<file path="src/rtl/aes_cbc_pkg.sv">
// Shared types, constants and AES byte functions for the AES-128 CBC cipher.
// No dependencies; the controller, datapath, top module and testbench import this package.
`default_nettype none
package aes_cbc_pkg;

    localparam int BLK_W  = 128;
    localparam int HALF_W = 64;
    localparam int RND_W  = 4;
    localparam logic [RND_W-1:0] RND_FIRST = 4'd1;
    localparam logic [RND_W-1:0] RND_LAST  = 4'd10;

    // configuration register indexes
    localparam int CFG_IDX_W = 3;
    localparam logic [CFG_IDX_W-1:0] CFG_KEY_HI = 3'd0;
    localparam logic [CFG_IDX_W-1:0] CFG_KEY_LO = 3'd1;
    localparam logic [CFG_IDX_W-1:0] CFG_IV_HI  = 3'd2;
    localparam logic [CFG_IDX_W-1:0] CFG_IV_LO  = 3'd3;
    localparam logic [CFG_IDX_W-1:0] CFG_DEC    = 3'd4;

    typedef enum logic [2:0] {
        ST_IDLE,
        ST_KEYX,
        ST_INIT,
        ST_ROUND,
        ST_FIN
    } t_state;

    typedef struct packed {
        logic cap;      // capture input beat, load key into round key register
        logic kx_step;  // one forward key schedule step (decrypt key prep)
        logic rd_init;  // initial AddRoundKey
        logic rd_step;  // one cipher round
        logic fin;      // write result, update chain
    } t_cmd;

    typedef struct packed {
        logic dec;
        logic rk_ok;
        logic rnd_top;
        logic rnd_bot;
        logic res_free;
    } t_sts;

    localparam logic [0:255][7:0] SBOX = {
        128'h637c777bf26b6fc53001672bfed7ab76,
        128'hca82c97dfa5947f0add4a2af9ca472c0,
        128'hb7fd9326363ff7cc34a5e5f171d83115,
        128'h04c723c31896059a071280e2eb27b275,
        128'h09832c1a1b6e5aa0523bd6b329e32f84,
        128'h53d100ed20fcb15b6acbbe394a4c58cf,
        128'hd0efaafb434d338545f9027f503c9fa8,
        128'h51a3408f929d38f5bcb6da2110fff3d2,
        128'hcd0c13ec5f974417c4a77e3d645d1973,
        128'h60814fdc222a908846eeb814de5e0bdb,
        128'he0323a0a4906245cc2d3ac629195e479,
        128'he7c8376d8dd54ea96c56f4ea657aae08,
        128'hba78252e1ca6b4c6e8dd741f4bbd8b8a,
        128'h703eb5664803f60e613557b986c11d9e,
        128'he1f8981169d98e949b1e87e9ce5528df,
        128'h8ca1890dbfe6426841992d0fb054bb16
    };

    localparam logic [0:255][7:0] INV_SBOX = {
        128'h52096ad53036a538bf40a39e81f3d7fb,
        128'h7ce339829b2fff87348e4344c4dee9cb,
        128'h547b9432a6c2233dee4c950b42fac34e,
        128'h082ea16628d924b2765ba2496d8bd125,
        128'h72f8f66486689816d4a45ccc5d65b692,
        128'h6c704850fdedb9da5e154657a78d9d84,
        128'h90d8ab008cbcd30af7e45805b8b34506,
        128'hd02c1e8fca3f0f02c1afbd0301138a6b,
        128'h3a9111414f67dcea97f2cfcef0b4e673,
        128'h96ac7422e7ad3585e2f937e81c75df6e,
        128'h47f11a711d29c5896fb7620eaa18be1b,
        128'hfc563e4bc6d279209adbc0fe78cd5af4,
        128'h1fdda8338807c731b11210592780ec5f,
        128'h60517fa919b54a0d2de57a9f93c99cef,
        128'ha0e03b4dae2af5b0c8ebbb3c83539961,
        128'h172b047eba77d626e169146355210c7d
    };

    function automatic logic [7:0] xt(input logic [7:0] v);
        return {v[6:0], 1'b0} ^ (v[7] ? 8'h1b : 8'h00);
    endfunction

    function automatic logic [7:0] rcon(input logic [RND_W-1:0] r);
        logic [7:0] c;
        unique case (r)
            4'd1:    c = 8'h01;
            4'd2:    c = 8'h02;
            4'd3:    c = 8'h04;
            4'd4:    c = 8'h08;
            4'd5:    c = 8'h10;
            4'd6:    c = 8'h20;
            4'd7:    c = 8'h40;
            4'd8:    c = 8'h80;
            4'd9:    c = 8'h1b;
            4'd10:   c = 8'h36;
            default: c = 8'h00;
        endcase
        return c;
    endfunction

    function automatic logic [31:0] sub_rot(input logic [31:0] w);
        return {SBOX[w[23:16]], SBOX[w[15:8]], SBOX[w[7:0]], SBOX[w[31:24]]};
    endfunction

    // round key r-1 -> r
    function automatic logic [BLK_W-1:0] key_fwd(input logic [BLK_W-1:0] k,
                                                 input logic [7:0] rc);
        logic [31:0] n0, n1, n2, n3;
        n0 = k[127:96] ^ sub_rot(k[31:0]) ^ {rc, 24'h0};
        n1 = k[95:64] ^ n0;
        n2 = k[63:32] ^ n1;
        n3 = k[31:0] ^ n2;
        return {n0, n1, n2, n3};
    endfunction

    // round key r -> r-1
    function automatic logic [BLK_W-1:0] key_inv(input logic [BLK_W-1:0] k,
                                                 input logic [7:0] rc);
        logic [31:0] p0, p1, p2, p3;
        p3 = k[31:0] ^ k[63:32];
        p2 = k[63:32] ^ k[95:64];
        p1 = k[95:64] ^ k[127:96];
        p0 = k[127:96] ^ sub_rot(p3) ^ {rc, 24'h0};
        return {p0, p1, p2, p3};
    endfunction

    // byte 0 is the most significant byte
    function automatic logic [BLK_W-1:0] sub_shift(input logic [BLK_W-1:0] s);
        logic [BLK_W-1:0] t;
        for (int c = 0; c < 4; c++) begin
            for (int i = 0; i < 4; i++) begin
                t[127-8*(c*4+i) -: 8] = SBOX[s[127-8*((((c+i)%4)*4)+i) -: 8]];
            end
        end
        return t;
    endfunction

    function automatic logic [BLK_W-1:0] inv_shift_sub(input logic [BLK_W-1:0] s);
        logic [BLK_W-1:0] t;
        for (int c = 0; c < 4; c++) begin
            for (int i = 0; i < 4; i++) begin
                t[127-8*((((c+i)%4)*4)+i) -: 8] = INV_SBOX[s[127-8*(c*4+i) -: 8]];
            end
        end
        return t;
    endfunction

    function automatic logic [BLK_W-1:0] mix_cols(input logic [BLK_W-1:0] s);
        logic [BLK_W-1:0] t;
        logic [7:0] a0, a1, a2, a3;
        for (int c = 0; c < 4; c++) begin
            a0 = s[127-32*c -: 8];
            a1 = s[119-32*c -: 8];
            a2 = s[111-32*c -: 8];
            a3 = s[103-32*c -: 8];
            t[127-32*c -: 8] = xt(a0) ^ xt(a1) ^ a1 ^ a2 ^ a3;
            t[119-32*c -: 8] = a0 ^ xt(a1) ^ xt(a2) ^ a2 ^ a3;
            t[111-32*c -: 8] = a0 ^ a1 ^ xt(a2) ^ xt(a3) ^ a3;
            t[103-32*c -: 8] = xt(a0) ^ a0 ^ a1 ^ a2 ^ xt(a3);
        end
        return t;
    endfunction

    function automatic logic [7:0] gm9(input logic [7:0] a);
        return xt(xt(xt(a))) ^ a;
    endfunction
    function automatic logic [7:0] gm11(input logic [7:0] a);
        return xt(xt(xt(a))) ^ xt(a) ^ a;
    endfunction
    function automatic logic [7:0] gm13(input logic [7:0] a);
        return xt(xt(xt(a))) ^ xt(xt(a)) ^ a;
    endfunction
    function automatic logic [7:0] gm14(input logic [7:0] a);
        return xt(xt(xt(a))) ^ xt(xt(a)) ^ xt(a);
    endfunction

    function automatic logic [BLK_W-1:0] inv_mix_cols(input logic [BLK_W-1:0] s);
        logic [BLK_W-1:0] t;
        logic [7:0] a0, a1, a2, a3;
        for (int c = 0; c < 4; c++) begin
            a0 = s[127-32*c -: 8];
            a1 = s[119-32*c -: 8];
            a2 = s[111-32*c -: 8];
            a3 = s[103-32*c -: 8];
            t[127-32*c -: 8] = gm14(a0) ^ gm11(a1) ^ gm13(a2) ^ gm9(a3);
            t[119-32*c -: 8] = gm9(a0) ^ gm14(a1) ^ gm11(a2) ^ gm13(a3);
            t[111-32*c -: 8] = gm13(a0) ^ gm9(a1) ^ gm14(a2) ^ gm11(a3);
            t[103-32*c -: 8] = gm11(a0) ^ gm13(a1) ^ gm9(a2) ^ gm14(a3);
        end
        return t;
    endfunction

endpackage
`default_nettype wire

</file>
<file path="src/rtl/aes_cbc_ctrl.sv">
// Sequencer of the AES-128 CBC cipher: steps the datapath through key prep,
// rounds and result write. Depends on aes_cbc_pkg.
`default_nettype none
module aes_cbc_ctrl
    import aes_cbc_pkg::*;
(
    input  wire  i_clk,
    input  wire  i_rst_n,
    input  wire  i_in_valid,
    output logic o_in_ready,
    input  t_sts i_sts,
    output t_cmd o_cmd
);

    t_state r_state, n_state;

    always_ff @(posedge i_clk) begin
        if (!i_rst_n) begin
            r_state <= ST_IDLE;
        end else begin
            r_state <= n_state;
        end
    end

    always_comb begin
        n_state = r_state;
        unique case (r_state)
            ST_IDLE: begin
                if (i_in_valid) begin
                    n_state = (i_sts.dec && !i_sts.rk_ok) ? ST_KEYX : ST_INIT;
                end
            end
            ST_KEYX: begin
                if (i_sts.rnd_top) n_state = ST_INIT;
            end
            ST_INIT:  n_state = ST_ROUND;
            ST_ROUND: begin
                if (i_sts.dec ? i_sts.rnd_bot : i_sts.rnd_top) n_state = ST_FIN;
            end
            ST_FIN: begin
                if (i_sts.res_free) n_state = ST_IDLE;
            end
            default: n_state = ST_IDLE;
        endcase
    end

    always_comb begin
        o_cmd      = '0;
        o_in_ready = 1'b0;
        unique case (r_state)
            ST_IDLE: begin
                o_in_ready = 1'b1;
                o_cmd.cap  = i_in_valid;
            end
            ST_KEYX:  o_cmd.kx_step = 1'b1;
            ST_INIT:  o_cmd.rd_init = 1'b1;
            ST_ROUND: o_cmd.rd_step = 1'b1;
            ST_FIN:   o_cmd.fin     = i_sts.res_free;
            default: begin
                o_cmd      = '0;
                o_in_ready = 1'b0;
            end
        endcase
    end

endmodule
`default_nettype wire

</file>
<file path="config.mk">
export PLATFORM = sky130hd
export DESIGN_NAME = aes_cbc_ctrl
export DESIGN_NICKNAME = d
export VERILOG_FILES = /design/src/rtl/aes_cbc_pkg.sv /design/src/rtl/aes_cbc_ctrl.sv
export SDC_FILE = /design/constraint.sdc
export NUM_CORES = 1
export LEC_CHECK = 0
export ABC_CLOCK_PERIOD_IN_PS = 1100
export BUFFER_PORTS_ARGS = -buffer_cell sky130_fd_sc_hd__buf_2
export CAP_MARGIN = 10
export CORE_AREA = 8 8 45 47
export CTS_CLUSTER_DIAMETER = 100
export CTS_CLUSTER_SIZE = 30
export DETAILED_ROUTE_END_ITERATION = 10
export DIE_AREA = 0 0 53 55
export MAX_ROUTING_LAYER = met4
export SYNTH_ARGS = -nofsm -noshare
export SYNTH_HDL_FRONTEND = slang
export SYNTH_SLANG_ARGS = --single-unit
</file>
<file path="constraint.sdc">
create_clock -name i_clk -period 1.1 [get_ports i_clk]
set_clock_uncertainty 0.2 [all_clocks]
set_input_delay 0.22 -clock i_clk [delete_from_list [all_inputs] [get_ports i_clk]]
set_output_delay 0.22 -clock i_clk [all_outputs]
set_load 0.01 [all_outputs]
</file>
==> run summary <==
The tools report the post-synthesis cell count as 29. Yosys printed 0 warnings. The run gives 0 as the number of buffers inserted for hold repair after clock tree synthesis. The tools report the clock share of power as 0.329. Across the VDD grid, the largest voltage drop is 554 uV. The number of levels in the clock H-tree was 1. Share of cells above drive strength 1: 0.784.

The checks that failed: negative setup slack. The area fraction of the dominant cell type after synthesis is 0.251, and the core box area is 1380 sq um. The register with the most flip-flops in the layout has 3 of them. The worst setup slack after layout is -0.458 ns, and the maximum buffer depth of the clock tree is 2. Setup violations remaining at the end of the flow were counted as 9.

In this run the vertical extent of the chip is 55 um. The register with the most flip-flops in the final layout is r_state. The number of standard cells in the layout, taps in and fillers out is 67, and the switching component of the power is 0.185 mW. The worst setup path is of the reg2out kind. The first detailed-routing pass ran for 2 iterations.

The average size of a mapped cell is 8.24 sq um. Number of placement rows: 14. The run gives 0.251 as the sequential cell area fraction in the yosys report.

Ranked by total cell area, the synthesized netlist is headed by sky130_fd_sc_hd__dfxtp_1 (25%), sky130_fd_sc_hd__mux2i_1 (8.4%), sky130_fd_sc_hd__nor3b_1 (6.3%). The worst hold path belongs to the class in2reg. The tool flagged a number of max-cap violations equal to 0.

The number of antenna diodes in the final layout is 0. On the final layout, the worst hold slack is 0.00936 ns. The power density over the cells was 1220 nW/um^2; the transition time at the pin with the least slew margin was 0.176 ns. STA classifies the critical path startpoint as a register.

Input and output buffers added on the ports amount to 13. The top cell types in the final layout, fill and taps aside, are sky130_fd_sc_hd__buf_2 (11), sky130_fd_sc_hd__buf_6 (5), sky130_fd_sc_hd__nor3b_2 (3), sky130_fd_sc_hd__clkbuf_4 (3), sky130_fd_sc_hd__buf_4 (3). At the end of routability-driven placement, the weighted congestion stood at 0.707.

The initial antenna violation count is 0. The library cell used most frequently in the layout, excluding fill and tap cells, is sky130_fd_sc_hd__buf_2. The number of nets still failing antenna checks after routing is 0. At the end of the flow, the number of nets in the layout was 60. STA classifies the critical path endpoint as a primary output. For the worst setup path, the data required time is 0.68 ns.

The finished cells cover 479 sq um. The number of filler instances in the final layout was 150; the final-report max-slew violation count was 0. The count of distinct cell types in the synthesized netlist was 19. The sequential share of power is 0.219. Derived from the worst setup path, the maximum achievable clock frequency is 642 MHz. The register clock-pin slew on the reported worst setup and hold paths is 0.04 ns.

The internal power of the cells totals 0.402 mW. The wire length per cell was 10.2 um. Counting flops and latches in the post-synthesis netlist gives 3. The tools report the footprint of the multi-input gates as 226 sq um. The post-synthesis net count was 37; the number of placed instances with taps included was 60. Summing all placed instances gives a cell area of 360 sq um.

The headroom to the max-slew limit was 0.879. Counting the buffers created by CTS gives 3. Clock latency on the worst-skew pair, taken at its later pin, is 0.23 ns. The routed design could run at a clock period as short as 1.56 ns.

Portion of the clock cycle consumed by the worst path in the final layout: 1.42. Compared with the post-synthesis result, the final layout area differs by 101%. For the number of hold-slack violations in the final timing report, the log shows 0.

The horizontal extent of the die works out to 53 um. The netlist area before placement came out at 239 sq um. For this run, design rule violations remaining after detail routing come to 0. Entering global routing, the biggest net connects 9 pins.

Summed over all failing endpoints, the final setup total negative slack is -2.44 ns. The sequential cells in the finished layout cover a total of 66.3 sq um. Summed over all layers, the routed wires come to 681 um. The wire length of the first global-routing pass was 1.11 mm. In this run the static leakage power is 0.219 nW. The run gives 0.346 as the utilization after layout. The run gives 1.14 ns as the critical path data arrival time. After the first detailed-routing iteration, the DRC count stood at 3. For the combined global-route utilization of all metal layers, the log shows 0.0529. The routed layout has 282 vias. The flow ran to the end, but the final reports show violations.

Clock root buffer master: sky130_fd_sc_hd__clkbuf_4. Number of global-route vias before repair: 310. In the final layout, the registers with the most flip-flops are r_state x3.

The logic gate share of total power is 0.451. The run gives 0 as the overall overflow remaining after global route. After detailed routing, the number of vias per cell comes to 4.21.

Setup repair after global routing could not meet its margin everywhere. TritonCTS built the clock tree. The die covers 2920 sq um. Of all nets on the critical path, the largest fanout is 3. The tools report the clock sink total as 3. For the initial core utilization, the log shows 0.173. The share of total power consumed by net switching was 0.315; the I/O pin count was 14.

sky130_fd_sc_hd__dfxtp_1 takes more of the synthesized area than any other cell.
## worst max-delay path, cell delays in order (launching register included)
cell and delay (ns):
sky130_fd_sc_hd__dfxtp_2 0.31, sky130_fd_sc_hd__or2_4 0.27, sky130_fd_sc_hd__nor2_4 0.09, sky130_fd_sc_hd__and2_4 0.15
sky130_fd_sc_hd__buf_6 0.09
## metal layers
layer  global-route usage  vias up  wire, um
met4                    0        0         0
met1               0.0379      132       198
met5                    -        -         0
met2                0.104        6       424
met3               0.0428        0        59
li1                     -      144         -
## synthesized netlist by cell type (all sizes together)
cell / instances
a21oi: 2
nor3b: 3
dfxtp: 3
nand2b: 2
nand2: 3
nor3: 2
and2: 1
nor2: 4
nor4b: 1
o21a: 1
nor2b: 1
inv: 1
o221a: 1
mux2i: 2
or2: 1
buf: 1
## layout make-up
type,count,share of cell area
multi-input combinational,24,0.473
sequential,3,0.138
tap,16,0.0418
clock buffer,4,0.0548
timing repair buffer,19,0.279
inverter,1,0.0131
## metrics by stage
step | setup slack (ns) | power, mW
after floorplan | -0.202 | 0.249
after global placement | -0.209 | 0.324
after detailed placement | -0.238 | 0.328
after CTS | -0.472 | 0.579
after global routing | -0.507 | 0.636
final | -0.458 | 0.587
## kinds of logic (layout without fill, tap and decap cells)
logic type | Yosys count | after routing | synth area share
AOI/OAI and AO/OA | 4 | 4 | 0.136
buffers and inverters | 2 | 24 | 0.0471
DFF | 3 | 3 | 0.251
muxes | 2 | 2 | 0.0838
and+or+nand+nor | 18 | 18 | 0.482
## power groups by stage
stage / sequential, mW / combinational [mW] / clock, mW
final: 0.129 / 0.265 / 0.193
after global routing: 0.130 / 0.289 / 0.217
after CTS: 0.130 / 0.247 / 0.201
after detailed placement: 0.130 / 0.198 / 0
after global placement: 0.130 / 0.194 / 0
after floorplan: 0.136 / 0.112 / 0
## worst paths after layout
path / slack [ns] / end / cells after the start / startpoint
max: -0.46 / o_cmd[4] / 4 / r_state[0]
min: 0.009 / r_state[2] / 2 / i_rst_n
max reg2reg: -0.18 / r_state[0] / 3 / r_state[0]
min reg2reg: 0.41 / r_state[0] / 2 / r_state[2]
## repair_timing
| item | in CTS | in global routing |
|---|---|---|
| endpoints found under the setup margin | 9 | 9 |
| pin swaps | 3 | 2 |
| resized for setup | 11 | 8 |
| buffers inserted | 3 | 1 |
No activity file was read; power rests on OpenSTA's default activity.
